==> config.mk <==
export PLATFORM = sky130hd
export DESIGN_NAME = cache_control_header_parser_top
export DESIGN_NICKNAME = d
export VERILOG_FILES = /design/src/hdl/ccp_pkg.sv /design/src/hdl/ccp_parse.sv /design/src/hdl/cache_control_header_parser_top.sv
export SDC_FILE = /design/constraint.sdc
export NUM_CORES = 1
export LEC_CHECK = 0
export BUFFER_PORTS_ARGS = -buffer_cell sky130_fd_sc_hd__buf_2
export CAP_MARGIN = 25
export CELL_PAD_IN_SITES_DETAIL_PLACEMENT = 0
export CELL_PAD_IN_SITES_GLOBAL_PLACEMENT = 1
export CORE_AREA = 5 5 253 255
export CTS_CLUSTER_DIAMETER = 100
export DETAILED_ROUTE_END_ITERATION = 10
export DIE_AREA = 0 0 258 260
export HOLD_SLACK_MARGIN = 0.1
export PLACE_DENSITY_LB_ADDON = 0.1
export SYNTH_ARGS = -nofsm -noshare
export SYNTH_HDL_FRONTEND = slang
export SYNTH_HIERARCHICAL = 1
export SYNTH_SLANG_ARGS = --single-unit
==> constraint.sdc <==
create_clock -name clock -period 21.5 [get_ports clock]
set_input_delay 2.15 -clock clock [delete_from_list [all_inputs] [get_ports clock]]
set_output_delay 2.15 -clock clock [all_outputs]
set_load 0.01 [all_outputs]
==> src/hdl/ccp_pkg.sv <==
package ccp_pkg;

   localparam int KwCount = 16;
   localparam int FlagKws = 10;
   localparam int DeltaCount = 6;
   localparam int KwMaxLen = 22;
   localparam logic [30:0] SatMax = 31'h7FFF_FFFF;

   localparam logic [1:0] PH_SKIP = 2'd0;
   localparam logic [1:0] PH_NAME = 2'd1;
   localparam logic [1:0] PH_VALUE = 2'd2;

   localparam logic [1:0] VP_LEAD = 2'd0;
   localparam logic [1:0] VP_DIGITS = 2'd1;
   localparam logic [1:0] VP_DONE = 2'd2;

   localparam int MaxStaleIdx = 4;

   // Registered input item.
   typedef struct packed {
      logic [7:0] text_byte;
      logic       last;
      logic       empty_value;
   } item_type;

   // Keyword lengths.
   function automatic logic [4:0] kw_len(input int k);
      logic [4:0] r;
      case (k)
         0: r = 5'd6;
         1: r = 5'd7;
         2: r = 5'd8;
         3: r = 5'd8;
         4: r = 5'd12;
         5: r = 5'd15;
         6: r = 5'd16;
         7: r = 5'd15;
         8: r = 5'd9;
         9: r = 5'd14;
         10: r = 5'd7;
         11: r = 5'd8;
         12: r = 5'd22;
         13: r = 5'd14;
         14: r = 5'd9;
         15: r = 5'd9;
         default: r = 5'd0;
      endcase
      return r;
   endfunction

   // Keyword text, 22 characters, first character in the top byte.
   function automatic logic [8*KwMaxLen-1:0] kw_text(input int k);
      logic [8*KwMaxLen-1:0] r;
      case (k)
         0: r = {"public", 128'h0};
         1: r = {"private", 120'h0};
         2: r = {"no-store", 112'h0};
         3: r = {"no-cache", 112'h0};
         4: r = {"no-transform", 80'h0};
         5: r = {"must-revalidate", 56'h0};
         6: r = {"proxy-revalidate", 48'h0};
         7: r = {"must-understand", 56'h0};
         8: r = {"immutable", 104'h0};
         9: r = {"only-if-cached", 64'h0};
         10: r = {"max-age", 120'h0};
         11: r = {"s-maxage", 112'h0};
         12: r = "stale-while-revalidate";
         13: r = {"stale-if-error", 64'h0};
         14: r = {"max-stale", 104'h0};
         15: r = {"min-fresh", 104'h0};
         default: r = '0;
      endcase
      return r;
   endfunction

   // Character of keyword k at position p; zero beyond the text.
   function automatic logic [7:0] kw_char(input int k, input logic [4:0] p);
      logic [8*KwMaxLen-1:0] t;
      logic [7:0] r;
      t = kw_text(k);
      r = 8'h00;
      for (int i = 0; i < KwMaxLen; i++) begin
         if (p == 5'(i)) begin
            r = t[8*(KwMaxLen-1-i) +: 8];
         end
      end
      return r;
   endfunction

endpackage

==> src/hdl/ccp_parse.sv <==
module ccp_parse (
   input  logic                 clock,
   input  logic                 reset,
   input  logic                 step,
   input  ccp_pkg::item_type    item,
   output logic [9:0]           flags,
   output logic [32*6-1:0]      deltas,
   output logic                 any_known
);
   import ccp_pkg::*;

   logic [9:0]  flag_ff, flag_in;
   logic [31:0] delta_ff [DeltaCount];
   logic [31:0] delta_in [DeltaCount];
   logic        matched_ff, matched_in;
   logic [1:0]  seg_ff, seg_in;
   logic [4:0]  pos_ff, pos_in;
   logic [15:0] alive_ff, alive_in;
   logic        pend_ff, pend_in;
   logic [1:0]  vph_ff, vph_in;
   logic [30:0] acc_ff, acc_in;
   logic        seen_ff, seen_in;

   logic [7:0]  c, lc;
   logic        is_digit, is_ws, fin, do_name, name_reset;
   logic [3:0]  dval;
   logic [34:0] acc_mul;
   logic [15:0] name_alive;

   // Byte classification and the next-state logic of one item.
   always_comb begin
      c = item.text_byte;
      lc = (c >= 8'h41 && c <= 8'h5A) ? c + 8'd32 : c;
      is_digit = c >= 8'h30 && c <= 8'h39;
      dval = c[3:0];
      is_ws = c == 8'h20 || c == 8'h09;
      acc_mul = {acc_ff, 3'b0} + {2'b0, acc_ff, 1'b0} + {31'b0, dval};

      seg_in = seg_ff;
      pos_in = pos_ff;
      alive_in = alive_ff;
      pend_in = pend_ff;
      vph_in = vph_ff;
      acc_in = acc_ff;
      seen_in = seen_ff;
      fin = 1'b0;
      do_name = 1'b0;
      name_reset = 1'b0;

      if (!item.empty_value) begin
         case (seg_ff)
            PH_NAME: begin
               if (c == ",") begin
                  fin = 1'b1;
               end else if (c == "=") begin
                  seg_in = PH_VALUE;
                  pend_in = 1'b0;
                  vph_in = VP_LEAD;
                  acc_in = '0;
                  seen_in = 1'b0;
               end else if (is_ws) begin
                  pend_in = 1'b1;
               end else begin
                  do_name = 1'b1;
               end
            end
            PH_VALUE: begin
               if (c == ",") begin
                  fin = 1'b1;
               end else if (vph_ff == VP_LEAD) begin
                  if (!(is_ws || c == 8'h22)) begin
                     if (is_digit) begin
                        seen_in = 1'b1;
                        acc_in = {27'b0, dval};
                        vph_in = VP_DIGITS;
                     end else begin
                        vph_in = VP_DONE;
                     end
                  end
               end else if (vph_ff == VP_DIGITS) begin
                  if (is_digit) begin
                     acc_in = (acc_mul > {4'b0, SatMax}) ? SatMax : acc_mul[30:0];
                  end else begin
                     vph_in = VP_DONE;
                  end
               end
            end
            default: begin
               if (!(c == "," || is_ws)) begin
                  name_reset = 1'b1;
                  if (c == "=") begin
                     seg_in = PH_VALUE;
                  end else begin
                     seg_in = PH_NAME;
                     do_name = 1'b1;
                  end
               end
            end
         endcase
      end

      // Name character: narrow the candidate keywords.
      if (name_reset) begin
         pos_in = '0;
         pend_in = 1'b0;
         vph_in = VP_LEAD;
         acc_in = '0;
         seen_in = 1'b0;
      end
      name_alive = name_reset ? 16'hFFFF : ((pend_ff) ? 16'h0 : alive_ff);
      if (name_reset) begin
         alive_in = 16'hFFFF;
      end
      if (do_name) begin
         for (int k = 0; k < KwCount; k++) begin
            if (pos_in >= kw_len(k) || kw_char(k, pos_in) != lc) begin
               name_alive[k] = 1'b0;
            end
         end
         alive_in = name_alive;
         pend_in = 1'b0;
         if (pos_in != 5'd31) begin
            pos_in = pos_in + 5'd1;
         end
      end
   end

   // Directive end: apply the matched keyword to the fields.
   logic       fin_any;
   logic [1:0] fseg;
   always_comb begin
      fin_any = fin || item.last;
      fseg = fin ? seg_ff : seg_in;
      flag_in = flag_ff;
      matched_in = matched_ff;
      for (int d = 0; d < DeltaCount; d++) begin
         delta_in[d] = delta_ff[d];
      end
      if (fin_any && (fseg == PH_NAME || fseg == PH_VALUE)) begin
         // Flag keywords.
         for (int k = 0; k < FlagKws; k++) begin
            if ((fin ? alive_ff[k] : alive_in[k]) &&
                (fin ? pos_ff : pos_in) == kw_len(k)) begin
               matched_in = 1'b1;
               flag_in[k] = 1'b1;
            end
         end
         // Keywords that carry a seconds value.
         for (int d = 0; d < DeltaCount; d++) begin
            if ((fin ? alive_ff[FlagKws+d] : alive_in[FlagKws+d]) &&
                (fin ? pos_ff : pos_in) == kw_len(FlagKws + d)) begin
               matched_in = 1'b1;
               if (fseg == PH_VALUE) begin
                  delta_in[d] = (fin ? seen_ff : seen_in) ?
                     {1'b0, (fin ? acc_ff : acc_in)} : 32'hFFFF_FFFF;
               end else begin
                  delta_in[d] = (d == MaxStaleIdx) ? 32'hFFFF_FFFE : 32'hFFFF_FFFF;
               end
            end
         end
      end
   end

   // Output view of the finished fields.
   always_comb begin
      flags = flag_in;
      any_known = matched_in;
      for (int d = 0; d < DeltaCount; d++) begin
         deltas[32*d +: 32] = delta_in[d];
      end
   end

   // State registers; a last item returns everything to reset.
   always_ff @(posedge clock) begin
      if (reset || (step && item.last)) begin
         flag_ff <= '0;
         matched_ff <= 1'b0;
         for (int d = 0; d < DeltaCount; d++) begin
            delta_ff[d] <= 32'hFFFF_FFFF;
         end
         seg_ff <= PH_SKIP;
         pos_ff <= '0;
         alive_ff <= 16'hFFFF;
         pend_ff <= 1'b0;
         vph_ff <= VP_LEAD;
         acc_ff <= '0;
         seen_ff <= 1'b0;
      end else if (step) begin
         flag_ff <= flag_in;
         matched_ff <= matched_in;
         for (int d = 0; d < DeltaCount; d++) begin
            delta_ff[d] <= delta_in[d];
         end
         if (fin) begin
            seg_ff <= PH_SKIP;
            pos_ff <= '0;
            alive_ff <= 16'hFFFF;
            pend_ff <= 1'b0;
            vph_ff <= VP_LEAD;
            acc_ff <= '0;
            seen_ff <= 1'b0;
         end else begin
            seg_ff <= seg_in;
            pos_ff <= pos_in;
            alive_ff <= alive_in;
            pend_ff <= pend_in;
            vph_ff <= vph_in;
            acc_ff <= acc_in;
            seen_ff <= seen_in;
         end
      end
   end

endmodule

==> src/hdl/cache_control_header_parser_top.sv <==
// Channel  Direction  Ports
// req      in         req_valid, req_ready, req_text_byte, req_last, req_empty_value
// rsp      out        rsp_valid, rsp_ready, rsp_directive_flags, rsp_*_secs, rsp_any_known
//
// One byte is taken per cycle. An accepted byte is held in an input register and
// parsed from there; the result of a last byte lands in an output register.
// Reset is synchronous and clears all parse state. The input stalls only while
// the output register holds a result that is not taken and another result is due.
module cache_control_header_parser_top (
   input  logic        clock,
   input  logic        reset,
   input  logic        req_valid,
   output logic        req_ready,
   input  logic [7:0]  req_text_byte,
   input  logic        req_last,
   input  logic        req_empty_value,
   output logic        rsp_valid,
   input  logic        rsp_ready,
   output logic [9:0]  rsp_directive_flags,
   output logic signed [31:0] rsp_max_age_secs,
   output logic signed [31:0] rsp_shared_max_age_secs,
   output logic signed [31:0] rsp_stale_revalidate_secs,
   output logic signed [31:0] rsp_stale_error_secs,
   output logic signed [31:0] rsp_max_stale_secs,
   output logic signed [31:0] rsp_min_fresh_secs,
   output logic        rsp_any_known
);
   import ccp_pkg::*;

   item_type    item_ff;
   logic        full_ff, full_in;
   logic        ovalid_ff;
   logic        step;
   logic [9:0]  flags;
   logic [191:0] deltas;
   logic        any;
   logic [9:0]  oflags_ff;
   logic [191:0] odeltas_ff;
   logic        oany_ff;

   // The held item moves on unless it would produce a result that cannot land.
   assign step = full_ff && !(item_ff.last && ovalid_ff && !rsp_ready);
   assign req_ready = !full_ff || step;
   assign full_in = (req_valid && req_ready) || (full_ff && !step);

   ccp_parse u_parse (
      .clock(clock), .reset(reset), .step(step), .item(item_ff),
      .flags(flags), .deltas(deltas), .any_known(any)
   );

   always_ff @(posedge clock) begin
      if (reset) begin
         full_ff <= 1'b0;
         ovalid_ff <= 1'b0;
      end else begin
         full_ff <= full_in;
         if (step && item_ff.last) begin
            ovalid_ff <= 1'b1;
         end else if (rsp_ready) begin
            ovalid_ff <= 1'b0;
         end
      end
      if (req_valid && req_ready) begin
         item_ff <= '{text_byte: req_text_byte, last: req_last,
                      empty_value: req_empty_value};
      end
      if (step && item_ff.last) begin
         oflags_ff <= flags;
         odeltas_ff <= deltas;
         oany_ff <= any;
      end
   end

   assign rsp_valid = ovalid_ff;
   assign rsp_directive_flags = oflags_ff;
   assign rsp_max_age_secs = odeltas_ff[31:0];
   assign rsp_shared_max_age_secs = odeltas_ff[63:32];
   assign rsp_stale_revalidate_secs = odeltas_ff[95:64];
   assign rsp_stale_error_secs = odeltas_ff[127:96];
   assign rsp_max_stale_secs = odeltas_ff[159:128];
   assign rsp_min_fresh_secs = odeltas_ff[191:160];
   assign rsp_any_known = oany_ff;

endmodule
==> run metrics, run 1 <==
status finished clean; maximum vdd drop 0.07229 mV; Final nets 3,036; Cells after Synth ~2,800; #FFs+latches synth 476; Max-slew headroom 19.42%; Tmin final 5916 ps; Area contributors post-synth edfxtp_1, dfxtp_1, o21ai_0, a21oi_1, nand2_1; CTS Buffer Depth 3; die area 0.06708 mm^2; final non-filler cell total around 3,800; R2R depth 15; Final WS setup approximately 16,000 ps; Initial Util 44.41%; layout cell share with drive strength beyond 1 15.48%; Wirelength per Cell around 27 um; Post-Syn Nets 2,921; RSZ-0062 raised after global routing no; Reg area approximately 0.014 mm^2; ant diodes 0; Post-synth top cells edfxtp_1, nand2_1, o21ai_0; DP Wirelength 69.68 mm; FFs w/ async S/R, synth 0%; Buf/Inv on CP 3; cell taking the most area after synthesis edfxtp_1; Worst Hold End u_parse/flag_ff[9]; Worst R2R Start item_ff[5]; # port buffers 218; Post-Syn Area 0.02725 mm^2; Period Utilization, post-route between 20% and 30%; TNS Setup 0 ps; R2R Path End odeltas_ff[154]; GP Congestion 0.9526; Max stage delay on crit path slightly below 1000 ps; CP endpoint kind register; CP arrival 6200 ps; most common cell in the synthesized netlist edfxtp_1; ys flop type edfxtp_1; fmax ~0.17 GHz; Yosys warnings 6; row count between 90 and 100; CTS tree done; critical path peak fanout 48; Layout area overhead 13.30%; fin util 50.31%; worst skew pair latency 610 ps; Power Dens Cells 66.45 mW/mm^2; total track usage about 29%; antenna viol nets, final 0; Inst Count DP ~3,700; worst hold path type reg -> reg; worst hold stages 1; die width 258 um; gr ovfl total 0; vias in the first global route approximately 22,000; postcts setup bufs 0; total I/O pin count 219; Mean Syn Cell Area 9.599 um^2; H-tree depth 2; drt first-iter violations approximately 2,700; P_leak 10.33 nW; critical path's slowest cell a221oi_2; max cap viols 0; vias per cell approximately 6.4; Core ar. ~0.061 mm^2; Critical Path RT approximately 22,000 ps; Vias 24,200; 1st-pass router iterations 8; Min-Delay Startpoint u_parse/flag_ff[9]; FF-to-FF setup slack roughly 16,000 ps; CTS resizes 0; delay-heaviest family, CP compound AO/OA/AOI/OAI gates; worst path cell trace buf_4, fa_1, inv_1, fa_1, nor2b_1, o31a_1, o21a_1, o41a_1, or4_1, a21oi_2, mux2i_4, buf_4, a31oi_1, a221oi_2, o21ai_0; Final Hold Viols 0; clock slew at reported path FFs 60 ps; share of the synthesized area in the top cell type about 45%; CTS Sinks 476; initial antenna violation count 1; CP Launch Type register; DRC errors left 0; total CTS buffers 53; largest net degree at the start of global routing between 150 and 200; post-place setup slack ~15,000 ps; Netlist cell types 96; multi-input logic area 0.01270 mm^2; Final Max Slew Viols 0; final setup vio count 0; Crit Path Class reg -> reg; first-pass GRT wire length 149.1 mm; Post-synth EDFFs 405; Die Y 260 um; WL final 100.8 mm; hold buffers post-CTS 0; worst slew pin tran 1209 ps; clock root buffer clkbuf_16; sequential share of the synthesized area roughly 50%; fillers approximately 5,700; clk_skew about 28 ps
==> registers in the layout, summed over array words and instances (netlist names) <==
name,flops
odeltas_ff,192
u_parse/delta_ff,192
u_parse/acc_ff,31
u_parse/alive_ff,16
item_ff,10
rsp_directive_flags,10
u_parse/flag_ff,10
u_parse/pos_ff,5
u_parse/seg_ff,2
u_parse/vph_ff,2
full_ff,1
rsp_any_known,1
rsp_valid,1
u_parse/matched_ff,1
u_parse/pend_ff,1
u_parse/seen_ff,1
==> per-stage QoR <==
stage	total power [mW]	hold WS, ps	cell area, um^2
detailed placement	1.167	463.4	29110
global route	2.121	500.7	30880
finish	2.052	473.3	30880
CTS	2.068	475.7	30850
floorplan	1.122	448.4	27250
global placement	1.167	457.6	29050
==> layout make-up <==
class	count	area share (%)
Inverter	38	0.4863
Clock inverter	30	0.9969
Tap cell	790	3.201
Sequential cell	476	44.00
Timing Repair Buffer	296	5.540
Clock buffer	68	4.640
Multi-Input combinational cell	2089	41.13
==> worst max-delay path by stage <==
stage,slack (ps),end,from,cells past startpoint
after CTS,15610,odeltas_ff[154],item_ff[5],15
after floorplan,10000,odeltas_ff[0],rsp_ready,2
final,15580,odeltas_ff[154],item_ff[5],15
after global placement,15370,u_parse/delta_ff[5][31],rsp_ready,9
after detailed placement,15280,u_parse/delta_ff[5][31],rsp_ready,9
after global routing,15290,odeltas_ff[154],item_ff[5],15
==> cells by family after synthesis <==
group	Yosys count	share of synthesized area, %
AOI/OAI and AO/OA	1042	24.88
xor gates and xnor gates	47	1.511
adders and majority gates	68	3.177
buffers and inverters	274	4.132
DFF	476	49.84
muxes	25	0.9320
and+or+nand+nor	907	15.52
==> power by group <==
part	total (mW)	internal (mW)	switching, mW
clock network	0.900	0.513	0.387
registers	1.01	1.00	0.00673
logic	0.142	0.0348	0.107
==> cells in the final DEF, fill, tap and decap left out, types with 13 or more instances in the layout <==
master / count
clkbuf_16: 53
and3_1: 18
nor2_1: 242
dfxtp_1: 68
o21ai_0: 279
nand2_1: 293
edfxtp_1: 405
xnor2_1: 26
buf_4: 74
nor2b_1: 29
a21o_1: 42
a21oi_1: 241
o211ai_1: 142
nand2b_1: 26
ha_1: 66
nand3_1: 51
or3_1: 17
a221oi_1: 15
inv_1: 33
a31oi_1: 42
or2_2: 14
nand4_1: 18
xor2_1: 21
clkinv_2: 14
buf_2: 218
mux2i_1: 21
and2_1: 19
a211oi_1: 26
o21a_1: 19
o211a_1: 13
nor3_1: 106
o22ai_1: 15
==> per-layer routing <==
layer / track usage (%) / wire (um) / vias to the layer above
met5: 0 / 17 / -
met4: 6.986 / 2549 / 2
met3: 4.883 / 8325 / 156
met2: 44.65 / 45060 / 1097
met1: 42.39 / 44880 / 11870
li1: - / - / 11070
No activity file was read; power rests on OpenSTA's default activity.
==> run 2: changes to the inputs <==
CORE_AREA = 5 5 258 260   (was 5 5 253 255)
DIE_AREA = 0 0 263 265   (was 0 0 258 260)
clock period = 5 ns   (was 21.5 ns; I/O delays follow)
==> run 2 against run 1 <==
  * Largest power group unchanged
  * Sequential power rose to 4.3 times the previous value
  * Power rose to 4.3 times the previous value
  * Largest cell class unchanged
  * Design area up 3.9%
==> run metrics, run 2 (synthesized netlist as in run 1, its figures left out) <==
status finished clean; Tmin final 4809 ps (-1107 ps); Final nets 3,145 (+3.6%); worst skew pair latency 640 ps (+30 ps); Core ar. 0.06388 mm^2 (+4.1%); Final Max Slew Viols 0 (unchanged); H-tree depth 2 (unchanged); row count 93 (+2.2%); DR top layer met4; met2 wire len 47.64 mm (+5.7%); Crit Path Class reg -> reg; DP Wirelength 78.95 mm (+13%); P_leak 10.95 nW (+5.9%); post-route design area 0.03207 mm^2 (+3.9%); FF-to-FF setup slack 190 ps (-15,390 ps); final setup vio count 0 (unchanged); Initial Util 42.66% (-1.7 points); clock root buffer clkbuf_16; WL final 109.7 mm (+8.8%); Period Utilization, post-route 96.19% (+69 points); critical path peak fanout 24 (-50%); worst hold path type in -> reg; Power Dens Cells 277.2 mW/mm^2 (+320%); Final Hold Viols 0 (unchanged); DRC errors left 0 (unchanged); Wirelength per Cell 27.70 um (+4.0%); fillers 5,962 (+4.1%); CTS Sinks 476 (unchanged); RSZ-0062 raised after global routing no; R2R Path End u_parse/delta_ff[0][3]; Layout area overhead 17.66%; Critical Path RT 5320 ps (-16,470 ps); DP Area 0.03018 mm^2 (+3.7%); CP endpoint kind register; 1st-pass router iterations 5 (-3); vias per cell 6.319 (-1.1%); Metal-1 WL 49.24 mm (+9.7%); total CTS buffers 53 (unchanged); Worst setup endpoint u_parse/delta_ff[0][3]; gr ovfl total 0 (unchanged); Max-slew headroom 26.79% (+7.4 points); max cap viols 0 (unchanged); CP Launch Type register; die area 0.06970 mm^2 (+3.9%); commonest cells after routing, fill and taps aside edfxtp_1, nand2_1, o21ai_0; Vias 25,020 (+3.4%); postcts setup bufs 0 (unchanged); largest net degree at the start of global routing 113 (-39%); maximum vdd drop 0.2720 mV (+280%); drt first-iter violations 3,174 (+16%); # port buffers 218 (unchanged); total track usage 29.92% (+1.1 points); CTS Buffer Depth 3 (unchanged); total I/O pin count 219 (unchanged); CTS tree done; layout cell share with drive strength beyond 1 18.01% (+2.5 points); Worst R2R Start item_ff[5]; Die Y 265 um (+1.9%); die width 263 um (+1.9%); antenna viol nets, final 0 (unchanged); GP Congestion 0.9633 (+1.1%); vias in the first global route 23,470 (+4.6%); Final Total Pwr 8.888 mW (+330%); clk_skew 30.25 ps (+2.626 ps); Critical Path Source item_ff[5]; first-pass GRT wire length 160.0 mm (+7.3%); met3 WL post-DR 10.04 mm (+21%); R2R depth 14 (-1); clock slew at reported path FFs 60 ps (about the same); Top Registers odeltas_ff: 192 flops, u_parse/delta_ff: 192 flops, u_parse/acc_ff: 31 flops; initial antenna violation count 1 (unchanged); fmax 0.2079 GHz (+23%); most common cell after layout, fill and taps aside edfxtp_1; CP arrival 5130 ps (-1070 ps); worst slew pin tran 1084 ps (-124.9 ps)
-- run 2: worst max-delay path: stages (launching register included) --
cell and delay (ps):
edfxtp_1 420, fa_1 440, ha_1 350, nor2b_1 170, o31a_1 250, o21a_1 220, o41a_1 360, or4_1 550
a21oi_2 260, mux2i_4 320, buf_12 210, nand4_1 160, a221oi_4 410, buf_4 260, o211ai_1 110
-- run 2: worst min-delay path by stage --
stage	end	slack (ps)	cells past startpoint	startpoint
floorplan	u_parse/flag_ff[2]	450	1	u_parse/flag_ff[2]
global placement	u_parse/flag_ff[7]	460	1	u_parse/flag_ff[7]
detailed placement	u_parse/flag_ff[2]	460	1	u_parse/flag_ff[2]
CTS	full_ff	110	3	req_valid
global route	full_ff	150	3	req_valid
finish	full_ff	140	3	req_valid
-- run 2: metrics by stage --
stage / hold WS (ps) / setup slack, ps / TNS (ps) / utilization, % / std cells
final: 137.3 / 190.7 / 0 / 50.19 / 3960
after CTS: 107.6 / 40.50 / 0 / 50.10 / 3958
after detailed placement: 462.4 / -144.1 / -2785 / 47.24 / 3852
after floorplan: 448.4 / 159.9 / 0 / - / 2839
after global routing: 146.6 / 4.369 / 0 / 50.19 / 3959
after global placement: 457.2 / -120.3 / -2294 / 47.24 / 3852
-- run 2: final cells by class --
cell class              instances  area (um^2)  share of cell area, %
diodes                          1        2.502               0.007804
clock buffers                  69         1416                  4.417
clock inverters                27        296.5                 0.9248
inverters                      38        146.4                 0.4565
multi-input cells            2089        12720                  39.66
flip-flops and latches        476        13590                  42.38
well taps                     855         1070                  3.336
repair buffers                405         2828                  8.818
-- run 2: power by group --
| group | switching [mW] | leakage [nW] | internal, mW |
|---|---|---|---|
| logic | 0.497 | 6.85 | 0.183 |
| registers | 0.0257 | 3.27 | 4.31 |
| clock network | 1.66 | 0.833 | 2.21 |
-- run 2: what timing repair did --
| action | in CTS | in global routing |
|---|---|---|
| endpoints found under the setup margin | 24 | 95 |
| hold buffers | 10 | 0 |
| hold endpoints to repair | 10 | 0 |
| pin swaps | 0 | 2 |
| gates resized for setup | 2 | 6 |
-- run 2: layer usage --
layer / track usage (%) / vias up
met5: 0 / -
met4: 6.762 / 0
met3: 5.550 / 187
met2: 45.32 / 1322
met1: 44.96 / 12240
li1: - / 11280
